===== src/rtl/sobel_pkg.sv =====
package sobel_pkg;

  localparam int MaxWidthDefault = 2048;
  localparam int FrameWidthReset = 640;
  localparam int FrameHeightReset = 480;
  localparam int CfgDataWidth = 16;
  localparam logic CfgFrameWidth = 1'b0;
  localparam logic CfgFrameHeight = 1'b1;
  localparam logic KindPixel = 1'b0;
  localparam logic KindFlush = 1'b1;

  // Squared magnitudes stay below 2 * 1020^2, so 21 bits are enough.
  localparam int SqWidth = 21;

  // One 3x3 neighborhood of a single 8-bit channel, row major.
  typedef logic [8:0][7:0] chan_win_t;

  // Work request handed to the square root unit.
  typedef struct packed {
    logic [2:0][SqWidth-1:0] sq;
    logic                    row_last;
    logic                    frame_last;
  } mag_req_t;

endpackage


===== src/rtl/sobel_sqrt.sv =====
module sobel_sqrt (
  input  logic                         clk,
  input  logic                         rst,
  input  logic                         start,
  input  logic [sobel_pkg::SqWidth-1:0] s,
  output logic                         busy,
  output logic                         done,
  output logic [7:0]                   mag
);

  typedef enum logic [1:0] {IDLE, RUN, FIN} state_t;
  state_t state;
  logic [23:0] rem;
  logic [23:0] root;
  logic [23:0] bit_q;
  logic [23:0] trial;

  assign trial = root + bit_q;
  assign busy = (state != IDLE);

  always_ff @(posedge clk) begin
    if (rst) begin
      state <= IDLE;
      done <= 1'b0;
    end else begin
      done <= (state == FIN);
      unique case (state)
        IDLE: begin
          if (start) begin
            rem <= 24'(s);
            root <= '0;
            bit_q <= 24'h400000;
            state <= RUN;
          end
        end
        RUN: begin
          if (rem >= trial) begin
            rem <= rem - trial;
            root <= (root >> 1) + bit_q;
          end else begin
            root <= root >> 1;
          end
          bit_q <= bit_q >> 2;
          if (bit_q == 24'd1) state <= FIN;
        end
        FIN: begin
          if (rem > root) root <= root + 24'd1;
          state <= IDLE;
        end
        default: state <= IDLE;
      endcase
    end
  end

  // s > root^2 + root is rem > root after the digit loop.
  assign mag = (root > 24'd255) ? 8'd255 : root[7:0];

endmodule


===== config.mk =====
export PLATFORM = sky130hd
export DESIGN_NAME = sobel_sqrt
export DESIGN_NICKNAME = d
export VERILOG_FILES = /design/src/rtl/sobel_pkg.sv /design/src/rtl/sobel_sqrt.sv
export SDC_FILE = /design/constraint.sdc
export NUM_CORES = 1
export LEC_CHECK = 0
export BUFFER_PORTS_ARGS = -buffer_cell sky130_fd_sc_hd__clkbuf_2
export CAP_MARGIN = 20
export CORE_MARGIN = 10
export CORE_UTILIZATION = 39
export DETAILED_ROUTE_END_ITERATION = 6
export GPL_TIMING_DRIVEN = 0
export HOLD_SLACK_MARGIN = 0.06
export PLACE_DENSITY = 0.54
export SYNTH_ARGS = -nofsm -noshare
export SYNTH_HDL_FRONTEND = slang
export SYNTH_SLANG_ARGS = --single-unit

===== constraint.sdc =====
create_clock -name clk -period 13.85 [get_ports clk]
set_input_delay 1.385 -clock clk [delete_from_list [all_inputs] [get_ports clk]]
set_output_delay 1.385 -clock clk [all_outputs]
set_load 0.02 [all_outputs]

# --- After elaboration in Yosys (flattened, before gate mapping) ---
# Cells that the tools add are included.
# W data, S select, Z words.
op_classes:
  addsub: 4
  n_lt_le_gt_ge: 3
  eq_ne: 7
  mux: 13
  bitwise_logic: 1
  reduce_logical: 8
op_table:
  columns: ["operator", "n"]
  rows:
  - ["$mux W24", 6]
  - ["$pmux W24 S2", 2]
  - ["$pmux W24 S3", 1]
  - ["$add A23 B24 Y24", 1]
  - ["$add A24 B1 Y24 const B", 1]
  - ["$add A24 B24 Y24", 1]
  - ["$eq A24 B1 Y1 const B", 1]
  - ["$ge A24 B24 Y1", 1]
  - ["$gt A24 B24 Y1", 1]
  - ["$gt A24 B8 Y1 const B", 1]
  - ["$sub A24 B24 Y24", 1]
  - ["$mux W8", 1]
  - ["$reduce_and A4 Y1", 2]
  - ["$ne A2 B2 Y1 const B", 3]
  - ["$mux W2", 2]
  - ["$pmux W2 S2", 1]
  - ["$reduce_bool A2 Y1", 2]
  - ["$reduce_and A3 Y1", 1]
  - ["$reduce_bool A3 Y1", 1]
  - ["$eq A2 B1 Y1 const B", 1]
  - ["$eq A2 B2 Y1 const B", 1]
  - ["$logic_not A2 Y1", 1]
  - ["$ne A2 B1 Y1 const B", 1]
  - ["$reduce_and A2 Y1", 1]
  - ["$not A1 Y1", 1]
totals:
  ff_bits: 75
  input_bits: 24
  out_inout_bits: 10

# --- Logic depth before layout (Yosys ltp) ---
logic_depth:
  word_depth: 4
  mapped_depth: 19
  depth_no_buf: 17

# --- Worst setup path before layout ---
# No wires, ideal clock.
synth_timing:
  path_kind: "reg-to-reg"
  start: "reg root[2]"
  end: "reg rem[0], enable pin"
  setup_ps: 442
  arrival_ps: 5345
  required_time_ps: 13408
  setup_slack_ps: 8063
  stages_incl_launch_ff: 17
  period_less_slack_ps: 5787
  cell_sequence: "edfxtp_1 -> ha_1 -> a31oi_1 -> o21ai_1 -> a211oi_1 -> o21bai_1 -> a31oi_1 -> xnor2_1 -> ha_1 -> and3_1 -> a221o_1 -> nand3_2 -> a31oi_1 -> a211oi_4 -> buf_6 -> buf_2 -> a21boi_0"
synth_via:
  elab_chain_len: 4
synth_rtl:
  columns: ["item", "line", "rtl"]
  rows:
  - ["from (decl)", "sobel_sqrt.sv:14", "logic [23:0] root;"]
  - ["from (signal assigned)", "sobel_sqrt.sv:39", "root <= (root >> 1) + bit_q;"]
  - ["from (signal assigned)", "sobel_sqrt.sv:41", "root <= root >> 1;"]
  - ["from (signal assigned)", "sobel_sqrt.sv:47", "if (rem > root) root <= root + 24'd1;"]
  - ["$add A24 B24 Y24", "sobel_sqrt.sv:18", "assign trial = root + bit_q;"]
  - ["$ge A24 B24 Y1", "sobel_sqrt.sv:37", "if (rem >= trial) begin"]
  - ["$ne A2 B2 Y1 (no line)", null, null]
  - ["$reduce_and A4 Y1 (no line)", null, null]
  - ["to (signal assigned)", "sobel_sqrt.sv:30", "rem <= 24'(s);"]
  - ["to (signal assigned)", "sobel_sqrt.sv:38", "rem <= rem - trial;"]
  - ["to (decl)", "sobel_sqrt.sv:13", "logic [23:0] rem;"]
# No other way between the ends.
# A chain may end at the register's enable or synchronous reset.

# --- Worst setup path in the final report ---
layout_timing:
  start: "reg root[2]"
  end: "reg rem[21], enable pin"
# Same word-level chain as after synthesis.

==> flow_summary.ini <==
[setup_path]
timing.setup.critical_path_class = reg -> reg
critical-path-max-stage-delay_ns = 0.78
critical_path.max_fanout = 24
worstPathCellList = ha_1 -> a31oi_1 -> o21ai_1 -> a211oi_1 -> o21bai_1 -> a31oi_1 -> xnor2_1 -> ha_1 -> and3_1 -> a221o_1 -> nand3_2 -> a31oi_1 -> a211oi_4 -> buf_6 -> buf_2 -> a21boi_4
cp_dominant_cell_by_count = a31oi_1
reg2reg_slack_ns = 8.29
critical_path_required_ns = 13.82
critPathCaptureType = register
cp_data_arrival_time_ns = 5.52
crit_path_start_kind = register
cp_slowest_cell = a21boi_4

[die]
io_pins = 34
core.rowCount = 48
fp.dieH_um = 152
die_area_sq_um = 23000
die_w_um = 152
initial_utilization_pct = 39.4
core-area_sq_um = 17200

[synth]
synthFlopType = edfxtp_1
synth-seq-area-share_pct = 27.5
synth_largest_type_area_fraction_pct = 26.6
post_synth.cell_area_avg_sq_um = 8.74
net_count_after_synthesis = 878
netlist_instances = 774
yosys_register_bits = 63
synth_enable_flop_cells = 60
post_synth_main_area_contributors = edfxtp_1 27%, ha_1 15%, xnor2_1 6.6%
ys_warn_count = 0
netlist_area_sq_um = 6760
postSynth.asyncResetShare_pct = 0
post-synth-top-area-cell = edfxtp_1
netlist-cell-type-count = 69

[global_routing]
grt_max_degree = 25
track_usage_pct = 18.2
grt_pass1_vias = 6059
global_route.usage.met3_pct = 3.24
use_met2_pct = 29.4
number_of_antenna_violations_at_the_first_check_in_global_routing = 0
grt_overflow_total = 0
grt_util_met1_pct = 23.8
grt_first_pass_wirelength_um = 32800
grt_busiest_layer = met2

[timing]
final_max_slew_viol_count = 0
pin_slew_with_the_least_headroom_to_its_limit_ns = 0.955
timing.setup.tns_ns = 0
min_period_over_period_pct = 40.1
grt_setup_unrepaired = false
period_needed_ns = 5.56
hold_viol = 0
max_transition_margin_pct = 36.2
setup_viol_count_final = 0
clock_skew_ns = 0.00754
fmax_mhz = 180

[place]
place_hpwl_um = 16300
buffer_ports.inserted = 33
finalWeightedCongestion = 0.898

[status]
status = completed

[final_layout]
utilization_pct = 43.6
fraction_of_layout_cells_with_a_size_suffix_above_1_pct = 10.1
most_used_cells_in_the_layout_excluding_fill_and_tap_cells = 79 x ha_1, 60 x edfxtp_1, 55 x nand2_1
area_delta_synth_final_pct = 10.9
final_common_cell = ha_1
num_antenna_cells = 0
finalNetCount = 923

[detailed_routing]
antenna_violating_nets_post_route = 0
viasPerCell = 5.86
drt_first_pass_iters = 5
post_drt_wl_per_cell_um = 19.9
route.detailed.drc = 0
drt-initial-drc-count = 462
vias = 6142
finalWirelength_um = 20800

[power]
p_total_uw = 749
total_leakage_power_uw = 0.00293
vdd_ir_drop_max_v = 0.0000547
power-per-cell-area_nw_per_um2 = 99.9

[job]
cap_viol_max_count = 0

[clocking]
worst_setup_hold_path_clk_slew_ns = 0.06
cts_tree = done
tritoncts_num_sinks = 63
numCtsBuffers = 9
clock_latency_ns = 0.35
post-cts-setup-buffer-count = 0
cts_root_buffer = clkbuf_16
number_of_buffers_on_the_longest_clock_path = 2
cts_max_level = 3
cts_resized = 0
number_of_hold_repair_buffers_added_at_the_cts_stage = 0

[min_path]
hold_path_class = reg -> reg
worst paths after layout:
| path | startpoint | endpoint | depth (start not counted) |
|---|---|---|---|
| setup reg to reg | root[2] | rem[21] | 16 |
| hold reg to reg | state[1] | state[1] | 2 |
| hold / removal | state[1] | state[1] | 2 |
| setup / recovery | root[2] | rem[21] | 16 |
critical path, delay by kind of cell (launching register included):
| kind | cells | cell delay, ns |
|---|---|---|
| AO/OA/AOI/OAI | 9 | 2.97 |
| AND/OR/NAND/NOR | 2 | 0.29 |
| adder cells (fa/ha/maj) | 2 | 0.80 |
| flip-flops | 1 | 0.53 |
| buffers and inverters | 2 | 0.43 |
| XOR/XNOR | 1 | 0.12 |
area by class of cell:
class	count	area, sq um
clock inverter	3	13.8
sequential	63	1860
tap	225	282
clock buffer	13	240
multi-input combinational	639	4620
fill	1739	9680
buffer	37	179
inverter	35	131
timing repair buffer	34	173
kinds of logic after synthesis:
family | Yosys count | share of synthesized area [%]
and+or+nand+nor | 269 | 20.6
AOI/OAI and AO/OA | 201 | 20.2
adders and majority gates | 80 | 14.9
buffers and inverters | 72 | 4.59
xor gates and xnor gates | 65 | 8.42
DFF | 63 | 27.5
muxes | 24 | 3.77
report_power, final:
part | internal (uW) | total, uW | leakage [uW] | switching (uW)
Sequential | 228 | 243 | 0.000599 | 14.1
Clock | 120 | 209 | 0.000125 | 88.7
Combinational | 119 | 298 | 0.00221 | 179
Total | 467 | 749 | 0.00293 | 281
cell usage after synthesis, drive strengths merged, types with 4 or more instances:
master and number:
and2 17, nor4 10, mux2i 12, edfxtp 60
and3 13, nand3 29, a211oi 11, a21oi 37
nor2b 8, o22ai 10, clkbuf 22, xnor2 51
a31oi 23, a211o 4, mux2 12, buf 15
nor3 23, nand2b 13, xor2 14, o211ai 17
a21boi 4, inv 34, o21a 10, or4 10
o31ai 7, ha 79, nand2 55, nor2 54
a21o 24, o21ai 27, o21bai 5, nand4 23
metrics by stage:
stage | hold slack (ns) | setup slack (ns) | std cells | area, sq um
final | 0.544 | 8.29 | 1049 | 7500
after global routing | 0.603 | 7.93 | 1049 | 7500
after CTS | 0.540 | 8.32 | 1049 | 7500
after detailed placement | 0.531 | 8.35 | 1033 | 7240
after global placement | 0.514 | 6.02 | 1032 | 7210
after floorplan | 0.493 | 8.06 | 774 | 6760
flip-flops by register name, indices dropped and copies added (netlist names):
signal / flops
rem: 24
done: 1
root: 24
state: 2
bit_q: 12
layer usage:
layer / part of all wire, % / vias to the layer above
met2: 46 / 188
met4: 2.6 / 0
met5: 0 / -
met3: 4.8 / 34
li1: - / 3018
met1: 47 / 2902
Power figures use the tool's default switching activity.
