## src/rtl/sobel_pkg.sv

```systemverilog
package sobel_pkg;

  localparam int MaxWidthDefault = 2048;
  localparam int FrameWidthReset = 640;
  localparam int FrameHeightReset = 480;
  localparam int CfgDataWidth = 16;
  localparam logic CfgFrameWidth = 1'b0;
  localparam logic CfgFrameHeight = 1'b1;
  localparam logic KindPixel = 1'b0;
  localparam logic KindFlush = 1'b1;

  // Squared magnitudes stay below 2 * 1020^2, so 21 bits are enough.
  localparam int SqWidth = 21;

  // One 3x3 neighborhood of a single 8-bit channel, row major.
  typedef logic [8:0][7:0] chan_win_t;

  // Work request handed to the square root unit.
  typedef struct packed {
    logic [2:0][SqWidth-1:0] sq;
    logic                    row_last;
    logic                    frame_last;
  } mag_req_t;

endpackage

```

## src/rtl/sobel_lane.sv

```systemverilog
module sobel_lane (
  input  logic                         clk,
  input  logic                         load,
  input  sobel_pkg::chan_win_t         win,
  output logic [sobel_pkg::SqWidth-1:0] sq
);

  logic signed [11:0] gx;
  logic signed [11:0] gy;
  logic signed [11:0] gx_q;
  logic signed [11:0] gy_q;
  logic signed [21:0] gx_w;
  logic signed [21:0] gy_w;

  function automatic logic signed [11:0] px(input logic [7:0] v);
    px = $signed({4'd0, v});
  endfunction

  always_comb begin
    gx = px(win[2]) - px(win[0]) + 12'sd2 * (px(win[5]) - px(win[3]))
         + px(win[8]) - px(win[6]);
    gy = px(win[6]) + 12'sd2 * px(win[7]) + px(win[8])
         - px(win[0]) - 12'sd2 * px(win[1]) - px(win[2]);
  end

  always_ff @(posedge clk) begin
    if (load) begin
      gx_q <= gx;
      gy_q <= gy;
    end
  end

  // Sign-extend before squaring so the products are formed at full width.
  assign gx_w = 22'(gx_q);
  assign gy_w = 22'(gy_q);
  assign sq = sobel_pkg::SqWidth'(gx_w * gx_w + gy_w * gy_w);

endmodule

```

## config.mk

```make
export PLATFORM = sky130hd
export DESIGN_NAME = sobel_lane
export DESIGN_NICKNAME = d
export VERILOG_FILES = /design/src/rtl/sobel_pkg.sv /design/src/rtl/sobel_lane.sv
export SDC_FILE = /design/constraint.sdc
export NUM_CORES = 1
export LEC_CHECK = 0
export ABC_AREA = 1
export BUFFER_PORTS_ARGS = -buffer_cell sky130_fd_sc_hd__buf_2
export CAP_MARGIN = 20
export CORE_UTILIZATION = 60
export DETAILED_ROUTE_END_ITERATION = 16
export PLACE_DENSITY = 0.8
export SYNTH_ARGS = -nofsm -noshare
export SYNTH_HDL_FRONTEND = slang
export SYNTH_SLANG_ARGS = --single-unit
```

## constraint.sdc

```tcl
create_clock -name clk -period 7.9 [get_ports clk]
set_clock_uncertainty 0.05 [all_clocks]
set_input_delay 1.58 -clock clk [delete_from_list [all_inputs] [get_ports clk]]
set_output_delay 1.58 -clock clk [all_outputs]
set_load 0.005 [all_outputs]
```

# Word level (Yosys, flattened, before mapping)
# Cells that the tools add are included.
[op_classes]
add_sub_neg = 11
n_mul = 2
[ops]
columns = ["operator", "n"]
rows = [
  ["12-bit by 12-bit multiplier with 21-bit output", 2],
  ["12-bit by 9-bit subtractor with 12-bit output", 2],
  ["21-bit adder", 1],
  ["8-bit by 8-bit subtractor with 9-bit output", 2],
  ["11-bit by 9-bit adder with 12-bit output", 1],
  ["11-bit by 8-bit subtractor with 12-bit output", 1],
  ["12-bit by 10-bit subtractor with 12-bit output", 1],
  ["10-bit by 8-bit adder with 11-bit output", 1],
  ["9-bit by 10-bit adder with 11-bit output", 1],
  ["8-bit by 9-bit adder with 10-bit output", 1],
]
[word_totals]
register_bits = 24
output_inout_bits = 21
word_cells = 15

# Depth between registers and ports, before layout
# Gate-level depths: netlist of the first run.
[depth]
depth_word = 5
depth_mapped = 28

# Worst setup path after synthesis of the first run
# Ideal clock, no wire load.
[synth_path]
kind = "register to output"
from = "register gx_q[0]"
to = "output port sq[20] (netlist name)"
t_arrival_ns = 5.681
path_slack_ns = 0.589
stages_incl_launch_ff = 23
path_cell_list = "edfxtp_1 -> clkbuf_1 -> nand2_1 -> inv_1 -> fa_1 -> fa_1 -> inv_1 -> fa_1 -> inv_1 -> fa_1 -> inv_1 -> fa_1 -> fa_1 -> fa_1 -> inv_1 -> ha_1 -> nand2_1 -> inv_1 -> a221oi_1 -> o211ai_1 -> inv_1 -> nand2_1 -> nand2_1"
[synth_between]
elab_chain_cells = 2
[synth_rtl]
columns = ["item", "line", "source"]
rows = [
  ["start, declared", "sobel_lane.sv:10", "logic signed [11:0] gx_q;"],
  ["start signal, assigned", "sobel_lane.sv:28", "gx_q <= gx;"],
  ["12-bit by 12-bit multiplier with 21-bit output", "sobel_lane.sv:36", "assign sq = sobel_pkg::SqWidth'(gx_w * gx_w + gy_w * gy_w);"],
  ["21-bit adder", "sobel_lane.sv:36", ""],
  ["end, declared", "sobel_lane.sv:5", "output logic [sobel_pkg::SqWidth-1:0] sq"],
]
# No other way between the ends.

# Worst setup path after layout of the first run
[layout_path]
from = "register gx_q[9]"
to = "output port sq[20] (netlist name)"
# The elaborated chain is that of the path after synthesis.

==> impl_metrics.py, run 1 <==
metrics = {
    "yosys": {
        "ys_ff_latch": 24,
        "syn_area_um2": 12500,
        "synth_cells": 1474,
        "async_reset_ff_share_pct": 0,
        "synth-edff-count": 24,
        "ys_seq_area_share_pct": 5.75,
        "ys.flop_type": "edfxtp_1",
        "ys_types": 32,
        "syn-num-nets": 1968,
        "synth_area_per_cell_um2": 8.50,
        "ys_warn_count": 0,
    },
    "drt": {
        "ant_nets": 0,
        "wl_met3_mm": 2.01,
        "dr.pass1.iters": 7,
        "drt_iter0_markers": 602,
        "wl_met2_mm": 14.4,
        "drc": 0,
        "viasPerCell": 5.07,
        "top_layer": "met4",
        "wl_met1_mm": 10.9,
        "via_count": 9679,
        "drt_wl_total_mm": 28.6,
        "post_drt_wl_per_cell_um": 15.0,
    },
    "floorplanning": {
        "fp-row-count": 52,
        "chipWidth_um": 147,
        "die_area_um2": 21500,
        "start_util_pct": 61.5,
        "die_h_um": 147,
        "ios": 95,
        "design.core.area_um2": 20400,
    },
    "layout": {
        "n_antenna_cell": 0,
        "area_growth_pct": 14.4,
        "ff_latch_area_um2": 721,
        "multi_input_area_um2": 9850,
        "drive_gt1_share_pct": 15.0,
        "finish.net_count": 2133,
        "fill_cells": 1408,
    },
    "min_path": {
        "hold_path.class": "in2reg",
    },
    "critical_path": {
        "end_kind": "output pin",
        "path_max_fanout": 5,
        "critical_path.top_delay_family": "adder cells",
        "worst_ep_required_time_ns": 6.27,
        "crit_buf_inv": 11,
        "worst_setup_path_start_kind": "register",
        "crit_top_cell": "fa_1",
        "cpMaxStageDelayCell": "fa_1",
        "arrival_ns": 6.31,
        "worstSetupPathType": "reg2out",
        "max_stage_delay_ns": 0.56,
    },
    "timing": {
        "max_freq_mhz": 126,
        "finalSetupTns_ns": -0.0367,
        "finalWorstSetupSlack_ns": -0.0367,
        "period_needed_ns": 7.94,
        "fin_crit_sh_pct": 100,
        "drv_slew": 0,
        "hold_slack_ns": 1.75,
        "setup_violations": 1,
        "rsz0062_at_grt": "true",
        "max_slew_margin_pct": 65.7,
        "hold_violations": 0,
        "worst_slew_pin_slew_ns": 0.514,
    },
    "clock_tree": {
        "clockRootBuffer": "clkbuf_16",
        "cts_buffer_depth": 2,
        "postCtsHoldBufs": 0,
        "cts_sinks": 24,
        "cts_htree_levels": 1,
        "cts_buffers": 3,
        "clk_pin_slew_ns": 0.06,
        "cts_tree": "done",
    },
    "place": {
        "port_buffers": 86,
        "dpl.hpwl_mm": 23.6,
        "place_congestion": 0.905,
        "detailedPlace.worstSlack_ns": 0.0565,
    },
    "global_route": {
        "antenna_found_initial": 0,
        "grt_pass1_wl_mm": 45.1,
        "grt_pass1_vias": 10156,
        "grt_usage_pct": 26.5,
        "grt_overflow": 0,
        "grt_max_degree": 25,
    },
    "outcome": {
        "violations": "setup timing",
        "status": "finished with violations",
    },
    "flow_run": {
        "maxCapViolations": 0,
    },
}
==> worst paths after layout <==
path,startpoint,to,cells after the start
max,gx_q[9],sq[20],25
min,win[17],gy_q[0],3
==> cell families (layout without fill, tap and decap cells) <==
kind of cell             Yosys count  count (layout)  synth area share, %
buffers and inverters            578             742                 17.4
adder cells (fa/ha/maj)          420             420                 59.3
AND/OR/NAND/NOR                  319             319                 10.2
AO/OA/AOI/OAI                     77              77                 3.44
XOR/XNOR                          55              55                 3.84
flip-flops                        24              24                 5.75
multiplexers                       1               1               0.0898
==> repair_timing <==
item | CTS | global route
endpoints found under the hold margin | 0 | 0
endpoints found under the setup margin | 3 | 7
setup buffers | 31 | 28
pin swaps | 5 | 47
gates resized for setup | 8 | 67
==> final cells by class <==
class	count	area share [%]
Multi-Input combinational cell	872	68.7
Clock buffer	3	0.524
Clock inverter	1	0.0262
Timing Repair Buffer	184	8.81
Inverter	554	14.5
Sequential cell	24	5.03
Tap cell	270	2.36
==> routing by layer <==
| metal | GRT usage [%] | vias up |
|---|---|---|
| met4 | 10.2 | 0 |
| met5 | 0 | - |
| met1 | 32.2 | 4700 |
| li1 | - | 4483 |
| met2 | 47.7 | 408 |
| met3 | 3.81 | 88 |
==> sequential cells by signal, summed over array words and instances (netlist names) <==
signal	flops
gx_q	12
gy_q	12
==> cells in the mapped netlist (2+ instances only) <==
master | instances | area, µm²
nand3b_1 | 3 | 22.5
o21ai_1 | 8 | 40.0
clkinv_1 | 2 | 7.51
a21oi_1 | 45 | 225
ha_1 | 130 | 1630
xor2_1 | 35 | 307
o21ai_0 | 7 | 35.0
or2_1 | 2 | 12.5
nor3_1 | 3 | 15.0
o2111ai_1 | 2 | 17.5
fa_1 | 290 | 5810
a21o_1 | 3 | 22.5
nand3_1 | 28 | 140
o21bai_1 | 6 | 45.0
o31ai_1 | 2 | 15.0
or2_2 | 4 | 25.0
xnor2_1 | 20 | 175
buf_2 | 4 | 20.0
nor2_1 | 35 | 131
inv_1 | 547 | 2050
clkbuf_1 | 19 | 71.3
edfxtp_1 | 24 | 721
nand2_1 | 238 | 893
inv_2 | 5 | 18.8
nand4_1 | 5 | 31.3
==> placed cells by master, fill, tap and decap left out, drive strengths merged, types with 15 or more instances in the layout <==
cell	netlist	layout
ha	130	130
o21ai	15	15
xnor2	20	20
nor2	35	35
a21oi	45	45
fa	290	290
edfxtp	24	24
buf	5	184
xor2	35	35
nand2	238	238
nand3	28	28
inv	552	552
==> per-stage QoR <==
step	cells	util [%]	instance area (µm²)
3_5_place_dp	1845	66.3	13500
3_3_place_gp	1845	66.3	13500
5_1_grt	1908	70.4	14300
2_1_floorplan	1474	-	12500
6_report	1908	70.4	14300
4_1_cts	1880	68.1	13900
Power of run 1 is left out: the tool's default activity adds up to more than one toggle a clock period on the data nets, which glitch-free logic cannot reach.
==> run 2: changes to the inputs <==
Settings changed: SKIP_CTS_REPAIR_TIMING set to 1.
==> impl_metrics.py, run 2 (same netlist as run 1, synthesis figures left out) <==
metrics = {
    "outcome": {
        "status": "finished with violations",
        "violations": "setup timing",
    },
    "flow_run": {
        "maxCapViolations": 0,
    },
    "clock_tree": {
        "cts_buffers": 3,
        "clk_pin_slew_ns": 0.06,
        "clockRootBuffer": "clkbuf_16",
        "cts_tree": "done",
        "cts_sinks": 24,
        "cts_buffer_depth": 2,
        "cts_htree_levels": 1,
    },
    "layout": {
        "finish.net_count": 2153,
        "final_common_cell": "inv_1",
        "top_regs": "gx_q (12), gy_q (12)",
        "fin_area_um2": 14600,
        "n_antenna_cell": 0,
        "drive_gt1_share_pct": 17.7,
        "layout_common_cells": "inv_1, fa_1, nand2_1, ha_1, buf_2",
        "fill_cells": 1348,
        "area_growth_pct": 16.4,
    },
    "global_route": {
        "grt_pass1_wl_mm": 44.0,
        "antenna_found_initial": 0,
        "grt_usage_pct": 25.7,
        "grt_overflow": 0,
        "grt_pass1_vias": 9913,
        "grt_max_degree": 25,
    },
    "critical_path": {
        "worst_setup_path_start_kind": "register",
        "worst_ep_required_time_ns": 6.27,
        "worstSetupPathType": "reg2out",
        "path_max_fanout": 9,
        "arrival_ns": 6.49,
        "crit_start": "gx_q[6]",
        "end_kind": "output pin",
    },
    "timing": {
        "fin_crit_sh_pct": 103,
        "hold_slack_ns": 1.75,
        "finalSetupTns_ns": -0.217,
        "max_slew_margin_pct": 65.5,
        "max_freq_mhz": 123,
        "drv_slew": 0,
        "hold_violations": 0,
        "finalWorstSetupSlack_ns": -0.217,
        "period_needed_ns": 8.12,
        "worst_slew_pin_slew_ns": 0.518,
        "setup_violations": 1,
        "rsz0062_at_grt": "true",
    },
    "drt": {
        "ant_nets": 0,
        "drc": 0,
        "drt_iter0_markers": 566,
        "via_count": 9916,
        "drt_wl_total_mm": 30.0,
        "viasPerCell": 5.14,
        "dr.pass1.iters": 5,
        "post_drt_wl_per_cell_um": 15.6,
    },
    "floorplanning": {
        "fp-row-count": 52,
        "die_h_um": 147,
        "design.core.area_um2": 20400,
        "chipWidth_um": 147,
        "start_util_pct": 61.5,
        "die_area_um2": 21500,
        "ios": 95,
    },
    "place": {
        "dpl.hpwl_mm": 23.6,
        "placed_area_um2": 13500,
        "place_congestion": 0.905,
        "port_buffers": 86,
    },
    "min_path": {
        "min-delay-start": "win[17]",
        "hold_path.class": "in2reg",
    },
}
[run 2: cell type report]
type	instances	area, µm²	area share, %
flip-flops and latches	24	721	4.94
clock inverters	1	3.75	0.0257
well taps	270	338	2.32
clock buffers	3	75.1	0.515
multi-input cells	872	9870	67.7
repair buffers	204	1480	10.2
inverters	554	2090	14.3
[run 2: worst paths after layout]
| check | to | slack, ns | depth (start not counted) |
|---|---|---|---|
| hold / removal | gy_q[0] | 1.75 | 3 |
| setup / recovery | sq[20] | -0.22 | 26 |
[run 2: routing by layer]
layer	wire [µm]	share of wire (%)	track usage [%]	vias up
met5	0	0	0	-
met4	1340	4.5	7.34	0
met3	2160	7.2	4.03	103
met2	15300	51	46.8	471
met1	11200	37	31.6	4820
li1	-	-	-	4522
[run 2: worst max-delay path, cell delays in order, from the launching register on]
cell	delay [ns]
edfxtp_1	0.40
buf_6	0.16
buf_4	0.14
buf_4	0.13
nand2_1	0.10
inv_1	0.08
ha_1	0.31
xnor2_1	0.36
fa_1	0.55
fa_1	0.50
fa_1	0.55
inv_1	0.08
fa_1	0.49
fa_1	0.49
inv_1	0.05
fa_1	0.48
inv_1	0.07
ha_4	0.29
nand2_1	0.06
o21ai_1	0.16
inv_1	0.08
o211ai_1	0.26
buf_4	0.21
inv_2	0.03
nand2_1	0.05
nand2_1	0.04
buf_2	0.13
[run 2: stage by stage]
step | cells | utilization (%) | setup slack [ns]
6_report | 1928 | 71.6 | -0.217
5_1_grt | 1928 | 71.6 | -0.463
4_1_cts | 1849 | 66.7 | -0.230
3_5_place_dp | 1845 | 66.3 | 0.0565
3_3_place_gp | 1845 | 66.3 | 0.191
2_1_floorplan | 1474 | - | 0.589
Power of run 2 is left out for the same reason.
